--- src/hw/rtl/tick_clock_with_slot_timer_chain_core_assert.svh ---
// ----------------------------------------------------------------------------
// Assertion macros for the tick clock core
// Concurrent assertion wrappers, compiled out when SYNTHESIS is defined.
// ----------------------------------------------------------------------------
`ifndef TICK_CLOCK_WITH_SLOT_TIMER_CHAIN_CORE_ASSERT_SVH
`define TICK_CLOCK_WITH_SLOT_TIMER_CHAIN_CORE_ASSERT_SVH

`ifndef SYNTHESIS
// A property that must hold at every clock edge outside reset.
`define TCST_ASSERT(lbl, clk, rstn, prop) \
  lbl: assert property (@(posedge clk) disable iff (!rstn) (prop)) \
    else $error("%m: assertion failed");
// A condition that must be followed in the next clock cycle by a consequence.
`define TCST_ASSERT_NEXT(lbl, clk, rstn, ante, cons) \
  lbl: assert property (@(posedge clk) disable iff (!rstn) (ante) |=> (cons)) \
    else $error("%m: assertion failed");
`else
`define TCST_ASSERT(lbl, clk, rstn, prop)
`define TCST_ASSERT_NEXT(lbl, clk, rstn, ante, cons)
`endif

`endif

--- src/hw/rtl/tcst_pkg.sv ---
// ----------------------------------------------------------------------------
// Tick clock package
// Widths, constants, command codes and the structs shared between modules.
// ----------------------------------------------------------------------------
package tcst_pkg;

  // Chain storage depth and the widths that follow from it.
  localparam int MaxEntries = 64;
  localparam int EntryW     = $clog2(MaxEntries);
  localparam int CountW     = $clog2(MaxEntries + 1);

  // Field widths.
  localparam int CmdW     = 2;
  localparam int WaitW    = 16;
  localparam int SlotMsW  = 10;
  localparam int SlotUsW  = 20;
  localparam int RemW     = 36;
  localparam int MicroW   = 20;
  localparam int SecW     = 12;
  localparam int HourW    = 5;
  localparam int DayW     = 8;

  // Time constants.
  localparam int TickUs      = 50;
  localparam int UsPerSec    = 1000000;
  localparam int SecPerHour  = 3600;
  localparam int HoursPerDay = 24;
  localparam int UsPerMs     = 1000;

  // Command codes carried by an input transaction.
  typedef enum logic [CmdW-1:0] {
    CmdTick   = 2'd0,
    CmdLoad   = 2'd1,
    CmdCancel = 2'd2,
    CmdNop    = 2'd3
  } cmd_e;

  // One input item as held in the input register.
  typedef struct packed {
    logic [CmdW-1:0]   cmd;
    logic [EntryW-1:0] slot_index;
    logic [WaitW-1:0]  wait_slots;
    logic              load_last;
  } item_t;

  // Decoded request to the chain unit.
  typedef struct packed {
    logic              tick;
    logic              load;
    logic              cancel;
    logic [EntryW-1:0] slot_index;
    logic [WaitW-1:0]  wait_slots;
    logic              load_last;
  } chain_req_t;

  // Chain status after the current item.
  typedef struct packed {
    logic              running;
    logic [EntryW-1:0] entry;
    logic              expired;
  } chain_stat_t;

  // Wall clock after the current item.
  typedef struct packed {
    logic [MicroW-1:0] micros;
    logic [SecW-1:0]   seconds;
    logic [HourW-1:0]  hours;
    logic [DayW-1:0]   days;
    logic              led_level;
  } wall_time_t;

endpackage

--- src/hw/rtl/tcst_if.sv ---
// ----------------------------------------------------------------------------
// Tick clock channel interfaces
// Valid/ready channels for items, results and the slot length register.
// ----------------------------------------------------------------------------
interface tcst_item_if;
  import tcst_pkg::*;

  logic              valid;
  logic              ready;
  logic [CmdW-1:0]   cmd;
  logic [EntryW-1:0] slot_index;
  logic [WaitW-1:0]  wait_slots;
  logic              load_last;

  modport source (output valid, output cmd, output slot_index, output wait_slots,
                  output load_last, input ready);
  modport sink   (input valid, input cmd, input slot_index, input wait_slots,
                  input load_last, output ready);
endinterface

interface tcst_result_if;
  import tcst_pkg::*;

  logic              valid;
  logic              ready;
  logic [MicroW-1:0] micros;
  logic [SecW-1:0]   seconds;
  logic [HourW-1:0]  hours;
  logic [DayW-1:0]   days;
  logic              led_level;
  logic              chain_running;
  logic [EntryW-1:0] current_entry;
  logic              entry_expired;

  modport source (output valid, output micros, output seconds, output hours,
                  output days, output led_level, output chain_running,
                  output current_entry, output entry_expired, input ready);
  modport sink   (input valid, input micros, input seconds, input hours,
                  input days, input led_level, input chain_running,
                  input current_entry, input entry_expired, output ready);
endinterface

interface tcst_cfg_if;
  import tcst_pkg::*;

  logic               valid;
  logic               ready;
  logic [SlotMsW-1:0] slot_length_ms;

  modport source (output valid, output slot_length_ms, input ready);
  modport sink   (input valid, input slot_length_ms, output ready);
endinterface

--- src/hw/rtl/tcst_clock.sv ---
// ----------------------------------------------------------------------------
// Tick clock wall time counters
// Microsecond, second, hour and day counters with the once-a-second LED.
// ----------------------------------------------------------------------------
`include "tick_clock_with_slot_timer_chain_core_assert.svh"

module tcst_clock (
  input  logic                clk_i,
  input  logic                rst_ni,
  input  logic                tick_en_i,
  output tcst_pkg::wall_time_t time_o
);
  import tcst_pkg::*;

  logic [MicroW-1:0] micro_q, micro_d;
  logic [SecW-1:0]   sec_q, sec_d;
  logic [HourW-1:0]  hour_q, hour_d;
  logic [DayW-1:0]   day_q, day_d;
  logic              led_next_q, led_next_d;
  logic              led_out_q, led_out_d;

  logic [MicroW:0]   micro_sum;
  logic [SecW:0]     sec_sum;
  logic [HourW:0]    hour_sum;
  logic              sec_wrap;

  // Incremented values, one bit wider so that a value past its limit still carries.
  assign micro_sum = {1'b0, micro_q} + (MicroW + 1)'(TickUs);
  assign sec_sum   = {1'b0, sec_q} + (SecW + 1)'(1);
  assign hour_sum  = {1'b0, hour_q} + (HourW + 1)'(1);
  assign sec_wrap  = micro_sum >= (MicroW + 1)'(UsPerSec);

  // Carry chain: microseconds into seconds into hours into days.
  always_comb begin
    micro_d    = micro_q;
    sec_d      = sec_q;
    hour_d     = hour_q;
    day_d      = day_q;
    led_next_d = led_next_q;
    led_out_d  = led_out_q;
    if (tick_en_i) begin
      if (sec_wrap) begin
        micro_d = '0;
        if (sec_sum >= (SecW + 1)'(SecPerHour)) begin
          sec_d = '0;
          if (hour_sum >= (HourW + 1)'(HoursPerDay)) begin
            hour_d = '0;
            day_d  = day_q + DayW'(1);
          end else begin
            hour_d = hour_sum[HourW-1:0];
          end
        end else begin
          sec_d = sec_sum[SecW-1:0];
        end
        // Drive the stored level on the second boundary, then flip it.
        led_out_d  = led_next_q;
        led_next_d = ~led_next_q;
      end else begin
        micro_d = micro_sum[MicroW-1:0];
      end
    end
  end

  always_ff @(posedge clk_i or negedge rst_ni) begin
    if (!rst_ni) begin
      micro_q    <= '0;
      sec_q      <= '0;
      hour_q     <= '0;
      day_q      <= '0;
      led_next_q <= 1'b1;
      led_out_q  <= 1'b0;
    end else begin
      micro_q    <= micro_d;
      sec_q      <= sec_d;
      hour_q     <= hour_d;
      day_q      <= day_d;
      led_next_q <= led_next_d;
      led_out_q  <= led_out_d;
    end
  end

  // The result reports the time after this item has been applied.
  assign time_o.micros    = micro_d;
  assign time_o.seconds   = sec_d;
  assign time_o.hours     = hour_d;
  assign time_o.days      = day_d;
  assign time_o.led_level = led_out_d;

  // Assertions.
  `TCST_ASSERT(a_micro_range, clk_i, rst_ni, micro_q < MicroW'(UsPerSec))
  `TCST_ASSERT(a_led_differs, clk_i, rst_ni, led_out_q != led_next_q)
  `TCST_ASSERT_NEXT(a_led_toggles, clk_i, rst_ni, tick_en_i && sec_wrap, led_out_q != $past(led_out_q))

endmodule

--- src/hw/rtl/tcst_chain.sv ---
// ----------------------------------------------------------------------------
// Tick clock wait chain
// Entry memory with a bypassed read port and the chain countdown control.
// ----------------------------------------------------------------------------
`include "tick_clock_with_slot_timer_chain_core_assert.svh"

module tcst_chain (
  input  logic                                clk_i,
  input  logic                                rst_ni,
  input  tcst_pkg::chain_req_t                req_i,
  input  logic [tcst_pkg::SlotUsW-1:0]        slot_us_i,
  output tcst_pkg::chain_stat_t               stat_o
);
  import tcst_pkg::*;

  // Entry store: one write and one registered read per cycle.
  logic [RemW-1:0]   mem_q [MaxEntries];
  logic [RemW-1:0]   rd_data_q;
  logic [RemW-1:0]   byp_data_q;
  logic              byp_q;

  logic [CountW-1:0] active_q, active_d;
  logic [EntryW-1:0] ptr_q, ptr_d;

  logic              wr_en;
  logic [EntryW-1:0] wr_addr;
  logic [RemW-1:0]   wr_data;
  logic [RemW-1:0]   cur;
  logic [RemW-1:0]   load_us;
  logic              expired;

  // Remaining time of the entry under the pointer, with the last write forwarded.
  assign cur = byp_q ? byp_data_q : rd_data_q;

  // Loaded wait converted to microseconds.
  assign load_us = RemW'(req_i.wait_slots) * RemW'(slot_us_i);

  // Countdown, load and cancel handling.
  always_comb begin
    active_d = active_q;
    ptr_d    = ptr_q;
    wr_en    = 1'b0;
    wr_addr  = ptr_q;
    wr_data  = '0;
    expired  = 1'b0;
    if (req_i.tick) begin
      if (active_q != '0) begin
        wr_en = 1'b1;
        if (cur <= RemW'(TickUs)) begin
          expired = 1'b1;
          if ({1'b0, ptr_q} + CountW'(1) >= active_q) begin
            active_d = '0;
          end else begin
            ptr_d = ptr_q + EntryW'(1);
          end
        end else begin
          wr_data = cur - RemW'(TickUs);
        end
      end
    end else if (req_i.load) begin
      if ({1'b0, req_i.slot_index} < CountW'(MaxEntries)) begin
        if (req_i.slot_index == '0) begin
          active_d = '0;
        end
        wr_en   = 1'b1;
        wr_addr = req_i.slot_index;
        wr_data = load_us;
        if (req_i.load_last) begin
          active_d = {1'b0, req_i.slot_index} + CountW'(1);
          ptr_d    = '0;
        end
      end
    end else if (req_i.cancel) begin
      active_d = '0;
    end
  end

  // Memory array, read at the pointer of the next cycle.
  always_ff @(posedge clk_i) begin
    if (wr_en) begin
      mem_q[wr_addr] <= wr_data;
    end
    rd_data_q  <= mem_q[ptr_d];
    byp_data_q <= wr_data;
  end

  always_ff @(posedge clk_i or negedge rst_ni) begin
    if (!rst_ni) begin
      byp_q    <= 1'b0;
      active_q <= '0;
      ptr_q    <= '0;
    end else begin
      byp_q    <= wr_en && (wr_addr == ptr_d);
      active_q <= active_d;
      ptr_q    <= ptr_d;
    end
  end

  assign stat_o.running = active_d != '0;
  assign stat_o.entry   = ptr_d;
  assign stat_o.expired = expired;

  // Assertions.
  `TCST_ASSERT(a_active_range, clk_i, rst_ni, active_q <= CountW'(MaxEntries))
  `TCST_ASSERT_NEXT(a_ptr_step, clk_i, rst_ni, req_i.tick, (ptr_q == $past(ptr_q)) || (ptr_q == $past(ptr_q) + EntryW'(1)))
  `TCST_ASSERT_NEXT(a_expire_moves, clk_i, rst_ni, expired && (active_d != '0), ptr_q != $past(ptr_q))

endmodule

--- src/hw/rtl/tick_clock_with_slot_timer_chain_core.sv ---
// ----------------------------------------------------------------------------
// Tick clock with slot timer chain
// Wall clock driven by 50 us ticks, with a chain of expiring wait entries.
// ----------------------------------------------------------------------------
// The block takes one item per clock cycle unless the result side stalls, and
// returns one result per item: an input register feeds the clock counters and
// the chain unit, whose answer is caught in a result register. The chain
// entries sit in a 64-entry memory with one write and one read port; the read
// is issued for the pointer of the following cycle and the write of the same
// cycle is forwarded, so a tick can follow any item at once. The memory has
// no clearing pass and is usable straight after reset; an entry reads as
// undefined until it has been loaded. The slot length register may be written
// only while no transaction is in flight.
`include "tick_clock_with_slot_timer_chain_core_assert.svh"

module tick_clock_with_slot_timer_chain_core (
  input  logic        clk_i,
  input  logic        rst_ni,
  tcst_cfg_if.sink    cfg_i,
  tcst_item_if.sink   item_i,
  tcst_result_if.source result_o
);
  import tcst_pkg::*;

  logic               in_valid_q;
  item_t              in_q;
  logic               out_valid_q;
  wall_time_t         time_q;
  chain_stat_t        stat_q;
  logic [SlotUsW-1:0] slot_us_q, slot_us_d;

  logic               accept;
  logic               exec_go;
  logic               tick_en;
  chain_req_t         req;
  wall_time_t         time_nxt;
  chain_stat_t        stat_nxt;

  // Slot length register, kept as microseconds per slot.
  assign cfg_i.ready = 1'b1;
  assign slot_us_d   = SlotUsW'(SlotUsW'(cfg_i.slot_length_ms) * SlotUsW'(UsPerMs));

  always_ff @(posedge clk_i or negedge rst_ni) begin
    if (!rst_ni) begin
      slot_us_q <= SlotUsW'(UsPerMs);
    end else if (cfg_i.valid) begin
      slot_us_q <= slot_us_d;
    end
  end

  // Handshake: the item moves on when the result register is free or drains.
  assign exec_go      = in_valid_q && (!out_valid_q || result_o.ready);
  assign item_i.ready = !in_valid_q || exec_go;
  assign accept       = item_i.valid && item_i.ready;

  always_ff @(posedge clk_i or negedge rst_ni) begin
    if (!rst_ni) begin
      in_valid_q <= 1'b0;
    end else if (accept) begin
      in_valid_q <= 1'b1;
    end else if (exec_go) begin
      in_valid_q <= 1'b0;
    end
  end

  always_ff @(posedge clk_i) begin
    if (accept) begin
      in_q.cmd        <= item_i.cmd;
      in_q.slot_index <= item_i.slot_index;
      in_q.wait_slots <= item_i.wait_slots;
      in_q.load_last  <= item_i.load_last;
    end
  end

  // Command decode for the clock and the chain.
  always_comb begin
    req.tick       = 1'b0;
    req.load       = 1'b0;
    req.cancel     = 1'b0;
    req.slot_index = in_q.slot_index;
    req.wait_slots = in_q.wait_slots;
    req.load_last  = in_q.load_last;
    if (exec_go) begin
      case (cmd_e'(in_q.cmd))
        CmdTick:   req.tick   = 1'b1;
        CmdLoad:   req.load   = 1'b1;
        CmdCancel: req.cancel = 1'b1;
        default:   ;
      endcase
    end
  end

  assign tick_en = req.tick;

  tcst_clock u_clock (
    .clk_i     (clk_i),
    .rst_ni    (rst_ni),
    .tick_en_i (tick_en),
    .time_o    (time_nxt)
  );

  tcst_chain u_chain (
    .clk_i     (clk_i),
    .rst_ni    (rst_ni),
    .req_i     (req),
    .slot_us_i (slot_us_q),
    .stat_o    (stat_nxt)
  );

  // Result register.
  always_ff @(posedge clk_i or negedge rst_ni) begin
    if (!rst_ni) begin
      out_valid_q <= 1'b0;
    end else if (exec_go) begin
      out_valid_q <= 1'b1;
    end else if (result_o.ready) begin
      out_valid_q <= 1'b0;
    end
  end

  always_ff @(posedge clk_i) begin
    if (exec_go) begin
      time_q <= time_nxt;
      stat_q <= stat_nxt;
    end
  end

  assign result_o.valid         = out_valid_q;
  assign result_o.micros        = time_q.micros;
  assign result_o.seconds       = time_q.seconds;
  assign result_o.hours         = time_q.hours;
  assign result_o.days          = time_q.days;
  assign result_o.led_level     = time_q.led_level;
  assign result_o.chain_running = stat_q.running;
  assign result_o.current_entry = stat_q.entry;
  assign result_o.entry_expired = stat_q.expired;

  // Assertions.
  `TCST_ASSERT(a_stall_cause, clk_i, rst_ni, item_i.ready || (in_valid_q && out_valid_q && !result_o.ready))
  `TCST_ASSERT_NEXT(a_exec_result, clk_i, rst_ni, exec_go, out_valid_q)
  `TCST_ASSERT_NEXT(a_result_hold, clk_i, rst_ni, out_valid_q && !result_o.ready, out_valid_q)

endmodule
--- src/flat_wrapper.sv ---
// flat-port wrapper written by rule: the top's interface ports become plain ports
module tick_clock_with_slot_timer_chain_core_flat import tcst_pkg::*;
  (clk_i, rst_ni, cfg_i_valid, cfg_i_slot_length_ms, cfg_i_ready, item_i_valid, item_i_cmd, item_i_slot_index, item_i_wait_slots, item_i_load_last, item_i_ready, result_o_valid, result_o_micros, result_o_seconds, result_o_hours, result_o_days, result_o_led_level, result_o_chain_running, result_o_current_entry, result_o_entry_expired, result_o_ready);
  tcst_cfg_if cfg_i_i ();
  tcst_item_if item_i_i ();
  tcst_result_if result_o_i ();
  input  logic clk_i;
  input  logic rst_ni;
  input wire logic [$bits(cfg_i_i.valid)-1:0] cfg_i_valid;
  input wire logic [$bits(cfg_i_i.slot_length_ms)-1:0] cfg_i_slot_length_ms;
  output wire logic [$bits(cfg_i_i.ready)-1:0] cfg_i_ready;
  input wire logic [$bits(item_i_i.valid)-1:0] item_i_valid;
  input wire logic [$bits(item_i_i.cmd)-1:0] item_i_cmd;
  input wire logic [$bits(item_i_i.slot_index)-1:0] item_i_slot_index;
  input wire logic [$bits(item_i_i.wait_slots)-1:0] item_i_wait_slots;
  input wire logic [$bits(item_i_i.load_last)-1:0] item_i_load_last;
  output wire logic [$bits(item_i_i.ready)-1:0] item_i_ready;
  output wire logic [$bits(result_o_i.valid)-1:0] result_o_valid;
  output wire logic [$bits(result_o_i.micros)-1:0] result_o_micros;
  output wire logic [$bits(result_o_i.seconds)-1:0] result_o_seconds;
  output wire logic [$bits(result_o_i.hours)-1:0] result_o_hours;
  output wire logic [$bits(result_o_i.days)-1:0] result_o_days;
  output wire logic [$bits(result_o_i.led_level)-1:0] result_o_led_level;
  output wire logic [$bits(result_o_i.chain_running)-1:0] result_o_chain_running;
  output wire logic [$bits(result_o_i.current_entry)-1:0] result_o_current_entry;
  output wire logic [$bits(result_o_i.entry_expired)-1:0] result_o_entry_expired;
  input wire logic [$bits(result_o_i.ready)-1:0] result_o_ready;
  assign cfg_i_i.valid = cfg_i_valid;
  assign cfg_i_i.slot_length_ms = cfg_i_slot_length_ms;
  assign cfg_i_ready = cfg_i_i.ready;
  assign item_i_i.valid = item_i_valid;
  assign item_i_i.cmd = item_i_cmd;
  assign item_i_i.slot_index = item_i_slot_index;
  assign item_i_i.wait_slots = item_i_wait_slots;
  assign item_i_i.load_last = item_i_load_last;
  assign item_i_ready = item_i_i.ready;
  assign result_o_valid = result_o_i.valid;
  assign result_o_micros = result_o_i.micros;
  assign result_o_seconds = result_o_i.seconds;
  assign result_o_hours = result_o_i.hours;
  assign result_o_days = result_o_i.days;
  assign result_o_led_level = result_o_i.led_level;
  assign result_o_chain_running = result_o_i.chain_running;
  assign result_o_current_entry = result_o_i.current_entry;
  assign result_o_entry_expired = result_o_i.entry_expired;
  assign result_o_i.ready = result_o_ready;
  tick_clock_with_slot_timer_chain_core u_core (.clk_i(clk_i), .rst_ni(rst_ni), .cfg_i(cfg_i_i), .item_i(item_i_i), .result_o(result_o_i));
endmodule
--- config.mk ---
export PLATFORM = sky130hd
export DESIGN_NAME = tick_clock_with_slot_timer_chain_core_flat
export DESIGN_NICKNAME = d
export VERILOG_FILES = /design/src/hw/rtl/tcst_pkg.sv /design/src/hw/rtl/tcst_if.sv /design/src/hw/rtl/tcst_clock.sv /design/src/hw/rtl/tcst_chain.sv /design/src/hw/rtl/tick_clock_with_slot_timer_chain_core.sv /design/src/flat_wrapper.sv
export VERILOG_INCLUDE_DIRS = /design/src /design/src/hw/rtl
export SDC_FILE = /design/constraint.sdc
export NUM_CORES = 2
export LEC_CHECK = 0
export BUFFER_PORTS_ARGS = -buffer_cell sky130_fd_sc_hd__buf_4
export CORE_MARGIN = 3
export CORE_UTILIZATION = 30
export DETAILED_ROUTE_END_ITERATION = 10
export MAX_ROUTING_LAYER = met4
export PLACE_DENSITY = 0.45
export RECOVER_POWER = 50
export SLEW_MARGIN = 10
export SYNTH_ARGS = -nofsm -noshare
export SYNTH_HDL_FRONTEND = slang
export SYNTH_SLANG_ARGS = --single-unit
--- constraint.sdc ---
create_clock -name clk_i -period 12.9 [get_ports clk_i]
set_input_delay 3.87 -clock clk_i [delete_from_list [all_inputs] [get_ports clk_i]]
set_output_delay 3.87 -clock clk_i [all_outputs]
set_load 0.05 [all_outputs]
After elaboration in Yosys (flattened, before gate mapping). Memory sizes are Yosys's and may differ from the RTL's. A register that Yosys moved wholly into a read port is not among the register bits. Cells that the tools add are included. W data, S select, Z words.

Add/sub/neg operators: 8. Multiply operators: 2. Div/mod/pow operators: 0. Magnitude comparators: 5. Equal/unequal tests: 3. Shift operators: 0. Multiplexer cells: 50. Bitwise logic cells: 1. Reductions and logical operators: 15.

Operator list (count): $mux W36 (5); $mux W7 (8); $mux W6 (8); $mux W20 (2); $le A36 B6 Y1 const B (1); $mux W12 (3); $sub A36 B6 Y36 const B (1); $mul A16 B17 Y33 (1); $mux W8 (4); $add A20 B6 Y21 const B (1); $ge A21 B20 Y1 const B (1); $mux W5 (4); $mul A10 B7 Y17 const B (1); $mux W1 (15); $add A6 B1 Y7 const B (2); $reduce_bool A7 Y1 (2); $add A12 B1 Y13 const B (1); $ge A13 B12 Y1 const B (1); $add A8 B1 Y8 const B (1); $ge A7 B7 Y1 (1); $add A5 B1 Y6 const B (1); $add A6 B1 Y6 const B (1); $eq A6 B6 Y1 (1); $ge A6 B5 Y1 const B (1); 11 further kinds (17).

Bits in registers: 195. Latch bits: 0. Bits in writable memories: 2304. Bits in read-only memories: 0. Input bits: 40. Output and inout port bits: 57. Word-level logic and storage cells: 110. Memories: 1.

Memory list: u_core.u_chain.mem_q (words 64, width 36, read ports 1, clocked after Yosys merged registers in 1, wr ports 1, RTL line tcst_chain.sv:17) `logic [RemW-1:0] mem_q [MaxEntries];`.

Longest topological paths before layout.
Depth in word-level cells: 8. Mapped depth: 26. Mapped depth without buffers: 23.

Modules after synthesis. Synthesis repeated with hierarchy kept, for this count alone.

Cell total of the unflattened synthesis: 8358. Area, all modules: 113251.1 um^2.

Modules (own cells, without submodules): tcst_chain (times used 1, cells each 7647, area each 104908.1 um^2, seq. area each 70978.1 um^2); tick_clock_with_slot_timer_chain_core (times used 1, cells each 337, area each 5004.8 um^2, seq. area each 2855.2 um^2); tcst_clock (times used 1, cells each 374, area each 3338.2 um^2, seq. area each 1177.4 um^2).

Worst setup path before layout. No wires, ideal clock.

Path type: input to register. Start: in result_o_ready. End: mem u_core.u_chain.mem_q[0][33], data pin. Setup time: 736 ps. Data arrival time: 8979 ps. Data required time: 12164 ps. Path slack: 3185 ps. Cell stages on the path: 6. Path buffers: 2. Cell sequence: nand2b_1 and2_1 nand2_1 clkbuf_1 clkbuf_1 o32ai_1.

Cells in the longest elaborated chain, start to end: 5.

Ends and longest elaborated chain: from (decl) (RTL line flat_wrapper.sv:27) `input wire logic [$bits(result_o_i.ready)-1:0] result_o_ready;`; $logic_or A1 B1 Y1 (*) (RTL line tick_clock_with_slot_timer_chain_core.sv:52) `assign exec_go = in_valid_q && (!out_valid_q || result_o.ready);`; $logic_and A1 B1 Y1 (*) (RTL line tick_clock_with_slot_timer_chain_core.sv:52); net u_core.exec_go (RTL line tick_clock_with_slot_timer_chain_core.sv:33) `logic exec_go;`; $mux W3 (*) (RTL line tick_clock_with_slot_timer_chain_core.sv:83) `if (exec_go) begin`; $mux W36 (RTL line tcst_chain.sv:60) `end else if (req_i.load) begin`; $mux W36 (*) (RTL line tcst_chain.sv:46) `if (req_i.tick) begin`; net u_core.u_chain.wr_data[33] (RTL line tcst_chain.sv:27) `logic [RemW-1:0] wr_data;`; to (decl) (RTL line tcst_chain.sv:17).

Mark *: on every way through the listed nets, which the timed path passes. The rest lies on a longest branch.

Worst setup path after layout.
Start: in result_o_ready. End: reg u_core.u_chain.rd_data_q[3] (read register of u_core.u_chain.mem_q).

Cells in the longest elaborated chain, start to end: 5.

Ends and longest elaborated chain: $logic_or A1 B1 Y1 (*) (RTL line tick_clock_with_slot_timer_chain_core.sv:52); $logic_and A1 B1 Y1 (*) (RTL line tick_clock_with_slot_timer_chain_core.sv:52); $mux W3 (*) (RTL line tick_clock_with_slot_timer_chain_core.sv:83); $mux W6 (RTL line tcst_chain.sv:60); $mux W6 (*) (RTL line tcst_chain.sv:46); to (decl) (RTL line tcst_chain.sv:18) `logic [RemW-1:0] rd_data_q;`.

Every way passes the cells marked *; elsewhere a longest branch is shown, timed or not. A chain may end at the register's enable or synchronous reset.

==> summary.md <==
| Metric | Value |
|---|---|
| Status | `finished, violations left` |
| Failing checks | `capacitance limit, slew limit` |
| Most frequent cells in the layout | `2383 x edfxtp_1, 1758 x nand2_1, 612 x nand3_1` |
| Vias per cell | `5.19` |
| First-pass GRT wire length | `519000 um` |
| Final Util | `34.5%` |
| Vias in the first global route | `68200` |
| Setup CP Type | `input port to flip-flop` |
| Post-synth EDFFs | `2383` |
| Post-DR wirelength/cell | `27.2 um` |
| Crit-path max cell delay | `1600 ps` |
| Antenna violations before repair | `21` |
| Grt ovf | `0` |
| Main synth FF type | `edfxtp_1` |
| Final Cycle Share | `78.0%` |
| HPWL after DPL | `209000 um` |
| Core region area | `0.366 mm2` |
| Area growth syn-to-layout | `14.3%` |
| Clock skew | `59.8 ps` |
| RePlAce Congestion | `0.843` |
| Slowest cell on crit path | `clkbuf_1` |
| Final Hold Viols | `0` |
| 1st-iter DRT viols | `6852` |
| Inserted Clock Buffers | `287` |
| CTS Sinks | `2535` |
| Worst EP required | `13610 ps` |
| CTS max path bufs | `4` |
| Initial core utilization | `30.1%` |
| Worst-path clk slew | `60 ps` |
| Synth Area per Inst | `13.4 um2` |
| Fin nets | `8807` |
| Synth unique cells | `82` |
| Largest net degree at the start of global routing | `153` |
| Rel. slew slack | `-189%` |
| Site Rows | `222` |
| Max Cap Viol | `71` |
| IO buf count | `95` |
| Fmax | `0.0994 GHz` |
| # fillers | `35500` |
| Die X | `612 um` |
| DIE HEIGHT | `612 um` |
| Register area share after synthesis | `68.0%` |
| Crit end category | `flip-flop` |
| Setup bufs post-CTS | `0` |
| Dpl ws | `3390 ps` |
| Drt pass-1 iters | `6` |
| Final TNS setup | `0 ps` |
| CP arrival | `10780 ps` |
| TritonCTS clock tree | `done` |
| Final setup violation count | `0` |
| Crit path cell chain | `clkbuf_4 -> nand2b_1 -> nand3_1 -> a21oi_1 -> and4_1 -> and4_1 -> nor2_4 -> buf_4 -> inv_2 -> clkbuf_1 -> nand3_2 -> a21oi_1 -> or4_1 -> nor4_1` |
| CTS H-tree lvls | `5` |
| Worst Slack Setup Final | `2830 ps` |
| Netlist Area Pre-Place | `0.110 mm2` |
| CP Launch Type | `input port` |
| Die area | `0.375 mm2` |
| WL final | `365000 um` |
| Syn nets | `8680` |
| Routed Antenna Nets | `0` |
| Fin. max-slew vios | `2649` |
| Unrepaired setup endpoints after global routing | `no` |
| Io pins | `97` |
| # hold bufs at CTS | `0` |
| Critical-path maximum fanout | `31` |
| Clk_lat worst skew | `910 ps` |
| Root buf cell | `clkbuf_16` |
| # DRC | `0` |
| Post_cts resized | `0` |
| Most common cell after layout, fill and taps aside | `edfxtp_1` |
| Yosys reg bits | `2535` |
| Cells after Synth | `8240` |
| Crit path time final | `10070 ps` |
| Tot GR Track Use | `19.6%` |
| Share of cells above drive strength 1 | `8.38%` |
| Vias | `69600` |
| Ys async rst share | `3.16%` |
| Ys Warns | `0` |
| Least-Margin Pin Slew | `4340 ps` |
| Worst Hold Class | `flip-flop to flip-flop` |
==> cell type report <==
cell class | count | area, um2 | share of cell area (%)
clock buffer | 383 | 7850 | 6.23
clock inverter | 128 | 1080 | 0.856
sequential | 2535 | 75000 | 59.5
multi-input combinational | 4944 | 32900 | 26.1
tap | 4816 | 6030 | 4.78
timing repair buffer | 288 | 1920 | 1.52
inverter | 311 | 1180 | 0.936
antenna | 11 | 27.5 | 0.0218
==> cells in the mapped netlist, types with 56 or more instances <==
library cell	number	area share, %
a31oi_1	81	0.46
inv_1	308	1.0
nand3_1	617	2.8
dfxtp_1	72	1.3
ha_1	162	1.8
nor2_1	155	0.53
a32oi_1	83	0.66
or4_1	61	0.42
fa_1	238	4.3
clkbuf_1	186	0.63
and2_1	135	0.77
edfxtp_1	2383	65
xnor2_1	64	0.51
nor4_1	63	0.36
o22ai_1	127	0.72
a21oi_1	324	1.5
dfrtp_1	73	1.7
o21ai_0	101	0.46
nor3_1	56	0.25
nand2_1	1759	6.0
buf_2	178	0.81
mux2i_1	442	4.0
==> flip-flops by register name, indices dropped and copies added (netlist names), 5 cells and up <==
register,cells
u_core.result_o.days,8
u_core.u_chain.byp_data_q,36
u_core.u_chain.ptr_q,6
u_core.result_o.hours,5
u_core.u_clock.hour_q,5
u_core.u_chain.active_q,7
u_core.in_q,25
u_core.result_o.micros,20
u_core.result_o.current_entry,6
u_core.u_clock.day_q,8
u_core.slot_us_q,17
u_core.result_o.seconds,12
u_core.u_clock.sec_q,12
u_core.u_chain.rd_data_q,36
u_core.u_clock.micro_q,20
u_core.u_chain.mem_q,2304
==> final timing paths <==
path	start	endpoint	slack (ps)	cells past startpoint
min in group asynchronous	rst_ni	u_core.u_clock.led_out_q	3580	1
hold reg to reg	u_core.u_clock.day_q[7]	u_core.u_clock.day_q[7]	470	1
max in group asynchronous	rst_ni	u_core.u_chain.byp_q	5360	2
setup reg to reg	u_core.slot_us_q[12]	u_core.u_chain.mem_q[7][19]	4050	19
setup / recovery	result_o_ready	u_core.u_chain.rd_data_q[3]	2830	14
hold / removal	u_core.u_clock.day_q[7]	u_core.u_clock.day_q[7]	470	1
==> cell families (layout without fill, tap and decap cells) <==
| logic type | after synthesis | in the layout | synth area share, % |
|---|---|---|---|
| muxes | 468 | 468 | 4.28 |
| xor gates and xnor gates | 94 | 94 | 0.747 |
| buffers and inverters | 761 | 1110 | 2.95 |
| and+or+nand+nor | 3020 | 3020 | 12.2 |
| other | 1 | 12 | 0.00340 |
| AOI/OAI and AO/OA | 961 | 961 | 5.64 |
| adders and majority gates | 400 | 400 | 6.16 |
| DFF | 2535 | 2535 | 68.0 |
==> critical path, delay by kind of cell <==
family	cells	cell delay [ps]
AOI/OAI and AO/OA	2	850
buffers and inverters	4	2180
and+or+nand+nor	8	3810
==> layer usage <==
metal,share of wire (%),vias to the layer above,GRT usage (%)
met3,6.3,457,2.83
met4,2.1,0,4.13
li1,-,30400,-
met5,0,-,-
met1,44,36300,26.7
met2,47,2361,31.2
==> stage by stage <==
step	hold slack, ps	area (um2)	std cells
6_report	470	126000	13400
5_1_grt	487	126000	13400
4_1_cts	473	127000	13400
3_5_place_dp	465	118000	12900
3_3_place_gp	463	118000	12900
2_1_floorplan	440	110000	8240
Power is left out: the tool's default activity adds up to more than one toggle a clock period on the data nets, which glitch-free logic cannot reach.
